--- src/design/dsid_pkg.sv ---
// Package for the date span block: date types, calendar tables and helper functions.
package dsid_pkg;

  localparam int unsigned DayW    = 5;
  localparam int unsigned MonthW  = 4;
  localparam int unsigned YearW   = 14;
  localparam int unsigned ShYearW = YearW + 1;   // year + 400, March-based
  localparam int unsigned DnumW   = 23;          // day number width
  localparam int unsigned CountW  = 22;
  localparam int unsigned CentW   = 8;           // year / 100
  localparam int unsigned InDataW  = 48;
  localparam int unsigned OutDataW = 24;

  localparam logic [CountW-1:0] CountMax = {CountW{1'b1}};
  localparam logic [12:0]       Recip25  = 13'd5243;   // ceil(2^17 / 25)

  // Per-date values registered after the first stage
  typedef struct packed {
    logic [DayW-1:0]    day;
    logic [MonthW-1:0]  month;
    logic [YearW-1:0]   year;
    logic [ShYearW-1:0] yy;        // shifted year, Jan/Feb belong to the prior year
    logic [CentW-1:0]   yy_cent;   // yy / 100
    logic [CentW-1:0]   y_cent;    // year / 100, for the leap rule
  } date_s1_t;

  // floor(x / 25) for x below 4200, by reciprocal multiply
  function automatic logic [CentW-1:0] div25(input logic [12:0] x);
    logic [25:0] prod;
    begin
      prod = 26'(x) * 26'(Recip25);
      return prod[24:17];
    end
  endfunction

  // Days from March 1 to the first of the month
  function automatic logic [8:0] doy_base(input logic [MonthW-1:0] m);
    begin
      case (m)
        4'd3:    return 9'd0;
        4'd4:    return 9'd31;
        4'd5:    return 9'd61;
        4'd6:    return 9'd92;
        4'd7:    return 9'd122;
        4'd8:    return 9'd153;
        4'd9:    return 9'd184;
        4'd10:   return 9'd214;
        4'd11:   return 9'd245;
        4'd12:   return 9'd275;
        4'd1:    return 9'd306;
        4'd2:    return 9'd337;
        default: return 9'd0;
      endcase
    end
  endfunction

  function automatic logic [DayW-1:0] month_len(input logic [MonthW-1:0] m,
                                                 input logic leap);
    begin
      case (m)
        4'd1, 4'd3, 4'd5, 4'd7, 4'd8, 4'd10, 4'd12: return 5'd31;
        4'd4, 4'd6, 4'd9, 4'd11:                     return 5'd30;
        4'd2:    return leap ? 5'd29 : 5'd28;
        default: return 5'd0;
      endcase
    end
  endfunction

  function automatic date_s1_t prep_date(input logic [DayW-1:0] d,
                                         input logic [MonthW-1:0] m,
                                         input logic [YearW-1:0] y);
    date_s1_t s;
    begin
      s.day     = d;
      s.month   = m;
      s.year    = y;
      s.yy      = ShYearW'(y) + ShYearW'(400) - ((m <= 4'd2) ? ShYearW'(1) : ShYearW'(0));
      s.yy_cent = div25(s.yy[ShYearW-1:2]);
      s.y_cent  = div25(13'(y[YearW-1:2]));
      return s;
    end
  endfunction

  function automatic logic date_ok(input date_s1_t s);
    logic [11:0] q4;
    logic        cent;
    logic        leap;
    begin
      q4   = s.year[YearW-1:2];
      // year % 100 == 0 when year % 4 == 0 and (year / 4) % 25 == 0
      cent = (s.year[1:0] == 2'd0) && (q4 == 12'(s.y_cent) * 12'd25);
      leap = (s.year[1:0] == 2'd0) && (!cent || (s.y_cent[1:0] == 2'd0));
      return (s.day != '0) && (s.month >= 4'd1) && (s.month <= 4'd12) &&
             (s.day <= month_len(s.month, leap));
    end
  endfunction

  function automatic logic [DnumW-1:0] day_num(input date_s1_t s);
    logic [23:0] base;
    begin
      base = 24'(s.yy) * 24'(365);
      return base[DnumW-1:0] + DnumW'(s.yy >> 2) - DnumW'(s.yy_cent)
           + DnumW'(s.yy_cent >> 2) + DnumW'(doy_base(s.month))
           + DnumW'(s.day) - DnumW'(1);
    end
  endfunction

endpackage

--- src/design/date_span_in_days_top.sv ---
// Date span: days between two Gregorian dates, three-stage pipeline.
//
// Input transfer (in_tdata) carries a start date, an end date and the
// include-end flag. Each input transfer yields one output transfer with the
// day count from start to end (zero when start is not before end), plus one
// when include-end is set, and a flag for an impossible date (count then 0).
// Day numbers are formed in closed form: two reciprocal multiplies per date give
// the century quotients, a constant multiply by 365 and an adder row give the day
// number, and a subtract with clamp gives the count.
// An input transfer passes the stage 1, stage 2 and output registers to out_tvalid.
// Throughput: one item per cycle while out_tready stays high; each stage holds
// one item and moves on whenever the stage after it is empty or moving.
// When the receiver holds out_tready low the stages fill up, then in_tready
// drops; nothing is lost or repeated. Reset empties all stages.
module date_span_in_days_top (
  input  logic                           clk,
  input  logic                           rst_n,
  input  logic                           in_tvalid,
  output logic                           in_tready,
  // start_day[4:0], start_month[8:5], start_year[22:9], end_day[27:23],
  // end_month[31:28], end_year[45:32], include_end[46], zero [47]
  input  logic [dsid_pkg::InDataW-1:0]   in_tdata,
  output logic                           out_tvalid,
  input  logic                           out_tready,
  // day_count[21:0], invalid_date[22], zero [23]
  output logic [dsid_pkg::OutDataW-1:0]  out_tdata
);
  import dsid_pkg::*;

  logic                 adv2, adv3;
  logic                 v1_r, v2_r, ov_r;
  date_s1_t             s1a_r, s1b_r;
  logic                 inc1_r, inc2_r;
  logic                 ok2_r;
  logic [DnumW-1:0]     dna_r, dnb_r;
  logic [CountW-1:0]    count_r;
  logic                 bad_r;
  logic [DnumW-1:0]     span;
  logic [DnumW-1:0]     span_inc;
  logic [CountW-1:0]    count_nxt;

  assign adv3      = !ov_r || out_tready;
  assign adv2      = !v2_r || adv3;
  assign in_tready = !v1_r || adv2;

  // Stage 1: field split, shifted year and century quotients
  always_ff @(posedge clk) begin
    if (!rst_n) begin
      v1_r <= 1'b0;
    end else if (in_tready) begin
      v1_r <= in_tvalid;
    end
    if (in_tready && in_tvalid) begin
      s1a_r  <= prep_date(in_tdata[4:0], in_tdata[8:5], in_tdata[22:9]);
      s1b_r  <= prep_date(in_tdata[27:23], in_tdata[31:28], in_tdata[45:32]);
      inc1_r <= in_tdata[46];
    end
  end

  // Stage 2: validity check and day numbers
  always_ff @(posedge clk) begin
    if (!rst_n) begin
      v2_r <= 1'b0;
    end else if (adv2) begin
      v2_r <= v1_r;
    end
    if (adv2 && v1_r) begin
      ok2_r  <= date_ok(s1a_r) && date_ok(s1b_r);
      dna_r  <= day_num(s1a_r);
      dnb_r  <= day_num(s1b_r);
      inc2_r <= inc1_r;
    end
  end

  // Stage 3: span, include-end, clamp, zero count for an invalid date
  always_comb begin
    span      = (dna_r < dnb_r) ? (dnb_r - dna_r) : '0;
    span_inc  = span + DnumW'(inc2_r);
    count_nxt = (span_inc > DnumW'(CountMax)) ? CountMax : span_inc[CountW-1:0];
    if (!ok2_r) begin
      count_nxt = '0;
    end
  end

  always_ff @(posedge clk) begin
    if (!rst_n) begin
      ov_r <= 1'b0;
    end else if (adv3) begin
      ov_r <= v2_r;
    end
    if (adv3 && v2_r) begin
      count_r <= count_nxt;
      bad_r   <= !ok2_r;
    end
  end

  assign out_tvalid = ov_r;
  assign out_tdata  = {1'b0, bad_r, count_r};

`ifndef SYNTH
  a_bad_zero: assert property (@(posedge clk) disable iff (!rst_n)
    ov_r && bad_r |-> count_r == '0)
    else $error("invalid date with nonzero count");

  a_full_stall: assert property (@(posedge clk) disable iff (!rst_n)
    v1_r && v2_r && ov_r && !out_tready |-> !in_tready)
    else $error("input taken while pipeline full and stalled");

  a_stage_move: assert property (@(posedge clk) disable iff (!rst_n)
    v2_r && adv3 |=> ov_r)
    else $error("item lost between stage 2 and output");
`endif

endmodule
--- config.mk ---
export PLATFORM = sky130hd
export DESIGN_NAME = date_span_in_days_top
export DESIGN_NICKNAME = d
export VERILOG_FILES = /design/src/design/dsid_pkg.sv /design/src/design/date_span_in_days_top.sv
export SDC_FILE = /design/constraint.sdc
export NUM_CORES = 2
export LEC_CHECK = 0
export ABC_AREA = 1
export ABC_CLOCK_PERIOD_IN_PS = 10400
export BUFFER_PORTS_ARGS = -buffer_cell sky130_fd_sc_hd__buf_2
export CAP_MARGIN = 20
export CORE_MARGIN = 1
export CORE_UTILIZATION = 65
export CTS_BUF_LIST = sky130_fd_sc_hd__clkbuf_8
export CTS_CLUSTER_SIZE = 25
export DETAILED_ROUTE_END_ITERATION = 12
export PLACE_DENSITY = 0.92
export SYNTH_ARGS = -nofsm -noshare
export SYNTH_HDL_FRONTEND = slang
export SYNTH_SLANG_ARGS = --single-unit
--- constraint.sdc ---
create_clock -name clk -period 10.4 [get_ports clk]
set_input_delay 2.08 -clock clk [delete_from_list [all_inputs] [get_ports clk]]
set_output_delay 2.08 -clock clk [all_outputs]
set_load 0.005 [all_outputs]
### Word-level counts from Yosys, hierarchy flattened

Memory sizes are Yosys's and may differ from the RTL's. A register that Yosys moved wholly into a read port is not among the register bits.
Index checks and enable logic that the tools add are counted.

| cells by class | value |
|---|---|
| $add $sub $neg | 18 |
| muxes and demuxes | 14 |
| reductions and logical operators | 35 |
| equality and inequality tests | 26 |
| multiply operators | 8 |
| order comparisons | 10 |

Operator list:

| cell | number |
|---|---|
| $mul A12 B13 Y25 const B | 2 |
| $mul A13 B13 Y25 const B | 2 |
| $add A23 B13 Y23 | 2 |
| $add A23 B5 Y23 | 2 |
| $add A23 B6 Y23 | 2 |
| $add A23 B9 Y23 | 2 |
| $mul A15 B9 Y23 const B | 2 |
| $sub A23 B1 Y23 const B | 2 |
| $sub A23 B8 Y23 | 2 |
| $eq A4 B4 Y1 const B | 10 |
| $eq A4 B3 Y1 const B | 8 |
| $add A14 B9 Y15 const B | 2 |
| $pmux W5 S3 | 2 |
| $sub A15 B1 Y15 | 2 |
| $eq A12 B12 Y1 | 2 |
| $mul A8 B5 Y12 const B | 2 |
| $add A23 B1 Y23 | 1 |
| $gt A23 B22 Y1 const B | 1 |
| $lt A23 B23 Y1 | 1 |
| $mux W23 | 1 |
| $sub A23 B23 Y23 | 1 |
| $mux W22 | 1 |
| $mux W9 | 2 |
| $eq A4 B2 Y1 const B | 4 |
| 15 further kinds | 53 |

| word-level totals | value |
|---|---|
| ROM bits | 288 |
| bits in registers | 183 |
| memories kept | 2 |

Memory list:

| memory | words | bits a word | rd ports | clocked after memory_dff | write ports | line | text |
|---|---|---|---|---|---|---|---|
| (no name shown) | 16 | 9 | 1 | 1 | 0 | dsid_pkg.sv:39 | `case (m)` |
| (no name shown) | 16 | 9 | 1 | 1 | 0 | dsid_pkg.sv:39 |  |

### Logic depth before layout (Yosys ltp)

| logic depth | value |
|---|---|
| depth after elaboration | 12 |
| gate-level depth with buffers | 37 |

### Least setup slack after synthesis

Ideal clock, no wire load.

| path | value |
|---|---|
| path kind | input -> register |
| start | input port in_tdata[29] in the netlist's numbering |
| end | register s1b_r[14] in the netlist's numbering (data pin) |
| stages | 34 |
| buffers on the path | 0 |
| arrival time | 8.566 ns |
| setup slack | 1.572 ns |
| required time | 10.138 ns |
| cells stage by stage | a211o_1 > inv_1 > ha_1 > inv_1 > ha_1 > fa_1 > a31oi_1 > o21ai_1 > a21boi_1 > o21ai_0 > nand2_1 > nand2_1 > a21oi_1 > xor2_1 > inv_1 > ha_1 > inv_1 > fa_1 > inv_1 > fa_1 > fa_1 > inv_1 > fa_1 > inv_1 > ha_1 > nand2_1 > nor2_1 > inv_1 > nor3_1 > nand2_1 > o2111ai_1 > a21o_1 > a21oi_1 > xor2_1 |

| on the way | value |
|---|---|
| longest elaborated chain between the ends | 4 |

Ends and longest elaborated chain:

| element | line | text |
|---|---|---|
| start: declaration | date_span_in_days_top.sv:22 | `input logic [dsid_pkg::InDataW-1:0] in_tdata,` |
| $le A4 B2 Y1 | dsid_pkg.sv:77 | `s.yy = ShYearW'(y) + ShYearW'(400) - ((m <= 4'd2) ? ShYearW'(1) : ShYearW'(0));` |
| $mux W1 | dsid_pkg.sv:77 |  |
| $sub A15 B1 Y15 | dsid_pkg.sv:77 |  |
| $mul A13 B13 Y25 | dsid_pkg.sv:31 | `prod = 26'(x) * 26'(Recip25);` |
| end signal: assignment | date_span_in_days_top.sv:55 | `s1b_r <= prep_date(in_tdata[27:23], in_tdata[31:28], in_tdata[45:32]);` |
| end: declaration | date_span_in_days_top.sv:32 | `date_s1_t s1a_r, s1b_r;` |

Every way passes these cells.
A chain may end at the register's enable or synchronous reset.

### Worst setup path in the final report

| path | value |
|---|---|
| start | input port in_tdata[6] in the netlist's numbering |
| end | register s1a_r[14] in the netlist's numbering (data pin) |

| on the way | value |
|---|---|
| longest elaborated chain between the ends | 4 |

Ends and longest elaborated chain:

| element | line | text |
|---|---|---|
| $le A4 B2 Y1 | dsid_pkg.sv:77 |  |
| $mux W1 | dsid_pkg.sv:77 |  |
| $sub A15 B1 Y15 | dsid_pkg.sv:77 |  |
| $mul A13 B13 Y25 | dsid_pkg.sv:31 |  |
| end signal: assignment | date_span_in_days_top.sv:54 | `s1a_r <= prep_date(in_tdata[4:0], in_tdata[8:5], in_tdata[22:9]);` |
| end: declaration | date_span_in_days_top.sv:32 |  |

Every way passes these cells.

==> flow_metrics.env <==
export IMPL_first_pass_iters=5
export IMPL_cp_end_kind="register"
export IMPL_ff2ff_setup_slack_ns=4.59
export IMPL_post_cts_resized=0
export IMPL_place_detailed_hpwl_um=64000
export IMPL_ys_flop_type="edfxtp_1"
export IMPL_ant_nets=0
export IMPL_final_common_cell="inv_1"
export IMPL_async_reset_ff_share_pct=0
export IMPL_hp_start="inc1_r$_DFFE_PP_"
export IMPL_die_height_um=227
export IMPL_synth_cells=3483
export IMPL_syn_to_final_growth_pct=6.15
export IMPL_synth_edf_count=180
export IMPL_r2r_end="ok2_r$_DFFE_PP_"
export IMPL_synth_cell_types=60
export IMPL_final_cell_mix="inv_1 (945), ha_1 (682), fa_1 (401), nand2_1 (369), edfxtp_1 (180)"
export IMPL_htree_levels=2
export IMPL_status="finished clean"
export IMPL_routabilityCongestion=0.933
export IMPL_overflow=0
export IMPL_grt_first_pass_wirelength_um=125000
export IMPL_cts_sinks=201
export IMPL_worstPathRequired_ns=10.76
export IMPL_grt_max_degree=81
export IMPL_hold_viol_final=0
export IMPL_finalWirelength_um=75700
export IMPL_drt_iter0_drc=1572
export IMPL_max_freq_mhz=111
export IMPL_clkLatencyLatePin_ns=0.63
export IMPL_viasPerCell=5.58
export IMPL_min_to="inc2_r$_DFFE_PP_"
export IMPL_holdPathStages=0
export IMPL_worstSetupStartpointType="primary input"
export IMPL_clockBufferDepth=3
export IMPL_io_buffers=75
export IMPL_crit_type="primary input to register"
export IMPL_rr_worst_depth=23
export IMPL_fp_row_count=82
export IMPL_yosys_warnings=0
export IMPL_regArea_sq_um=5830
export IMPL_start_util_pct=65.7
export IMPL_crit_path_max_incr_delay_ns=0.55
export IMPL_synth_nets=4618
export IMPL_maxSlewHeadroom_pct=24.2
export IMPL_fill_cells=3391
export IMPL_cts_buffers=39
export IMPL_rsz0062_at_grt="false"
export IMPL_dieArea_sq_um=51400
export IMPL_crit_top_cell="inv_1"
export IMPL_nets=4730
export IMPL_grt_pass1_vias=26136
export IMPL_cts_tree="yes"
export IMPL_fp_coreArea_sq_um=50000
export IMPL_postCtsSetupBuffers=0
export IMPL_cts_root_buffer="clkbuf_8"
export IMPL_multi_input_area_sq_um=23400
export IMPL_gr_usage_all_layers_pct=31.0
export IMPL_setup_viol=0
export IMPL_arrival_ns=9.40
export IMPL_synth_seq_cells=201
export IMPL_die_w_um=227
export IMPL_worstMarginPinSlew_ns=1.14
export IMPL_fin_tns_setup_ns=0
export IMPL_vias=24006
export IMPL_drc=0
export IMPL_pin_count=78
export IMPL_syn_area_sq_um=32900
export IMPL_finClkSkew_ns=0.0425
export IMPL_period_minus_slack_ns=9.04
export IMPL_cp_slowest_cell="fa_1"
export IMPL_wl_per_cell_um=17.6
export IMPL_drv_cap=0
export IMPL_ctsHoldBuffers=0
export IMPL_worstHoldPathType="register to register"
export IMPL_cp_max_fo=6
export IMPL_syn_avg_cell_area_sq_um=9.43
export IMPL_drive_gt1_share_pct=5.74
export IMPL_maxSlewViolCount=0
export IMPL_antenna_found_initial=5
export IMPL_r2r_start="s1a_r[2]$_DFFE_PP_"
export IMPL_yosysSeqAreaShare_pct=17.7
export IMPL_fin_crit_sh_pct=86.9
export IMPL_cts_clk_slew_worst_paths_ns=0.07
-- how the worst max path moves through the flow --
| stage | depth (start not counted) | start | slack, ns | endpoint |
|---|---|---|---|---|
| 2_1_floorplan | 34 | in_tdata[29] | 1.57 | s1b_r[14]$_DFFE_PP_ |
| 3_3_place_gp | 36 | in_tdata[29] | 1.03 | s1b_r[14]$_DFFE_PP_ |
| 3_5_place_dp | 36 | in_tdata[29] | 0.81 | s1b_r[14]$_DFFE_PP_ |
| 4_1_cts | 38 | in_tdata[6] | 1.45 | s1a_r[14]$_DFFE_PP_ |
| 5_1_grt | 38 | in_tdata[6] | 0.87 | s1a_r[14]$_DFFE_PP_ |
| 6_report | 38 | in_tdata[6] | 1.36 | s1a_r[14]$_DFFE_PP_ |
-- layer usage --
layer	wire length (um)	track usage [%]
met1	29400	36.3
met2	38900	56.1
met3	3940	4.12
met4	3430	14.3
met5	20	0
-- sequential cells by signal, indices dropped and copies added, names as in the netlist, 22 cells and up, named ones only --
signal,count
s1b_r,54
count_r,22
dna_r,23
dnb_r,23
s1a_r,54
-- through the flow --
step / hold slack [ns] / setup slack (ns) / util, % / cell area (sq um) / std cells
global placement: 0.403 / 1.03 / 68.1 / 34000 / 4225
CTS: 0.424 / 1.45 / 69.8 / 34900 / 4296
detailed placement: 0.409 / 0.806 / 68.1 / 34000 / 4225
floorplan: 0.400 / 1.57 / - / 32900 / 3483
global route: 0.444 / 0.871 / 69.8 / 34900 / 4299
finish: 0.427 / 1.36 / 69.8 / 34900 / 4299
-- synth_stat cells, types with 7 or more instances --
cell      instances  area [sq um]
o21a_1            8          60.1
a31oi_1          12          75.1
nand3b_1         13          97.6
o22ai_1           8          50.1
xor2_1          113           990
nor4_1            7          43.8
edfxtp_1        180          5410
nand3_1          80           400
o21ai_0          88           440
a21oi_2           9          78.8
inv_1           940          3530
nand4_1          36           225
dfxtp_1          21           420
nand2_1         369          1390
nor2_1          123           462
o211ai_1         13          97.6
a21oi_1         169           846
ha_1            682          8530
a21o_1           19           143
nor3_1           25           125
nor2_2            9          56.3
nand2_2          12          75.1
fa_1            401          8030
nor2_4            8          90.1
xnor2_1          45           394
o21bai_1         13          97.6
-- area by class of cell --
cell class                      count  share of cell area (%)
Antenna cell                        2                  0.0144
Clock buffer                       45                    1.78
Clock inverter                     26                   0.585
Inverter                          943                    10.2
Multi-Input combinational cell   2329                    67.1
Sequential cell                   201                    16.7
Tap cell                          672                    2.41
Timing Repair Buffer               81                    1.22
-- worst max-delay path, delay by kind of cell --
family,cells,cell delay [ns]
adder cells (fa/ha/maj),9,3.24
AO/OA/AOI/OAI,9,1.67
AND/OR/NAND/NOR,8,0.88
XOR/XNOR,2,0.60
buffers and inverters,10,0.88
-- cell families (layout without fill, tap and decap cells) --
family	Yosys count	after routing	synth area share (%)
other	1	3	0.0114
AND/OR/NAND/NOR	709	709	9.88
flip-flops	201	201	17.7
AO/OA/AOI/OAI	376	376	6.63
XOR/XNOR	160	160	4.31
adder cells (fa/ha/maj)	1083	1083	50.4
buffers and inverters	953	1095	11.0
Power is left out: the tool's default activity adds up to more than one toggle a clock period on the data nets, which glitch-free logic cannot reach.
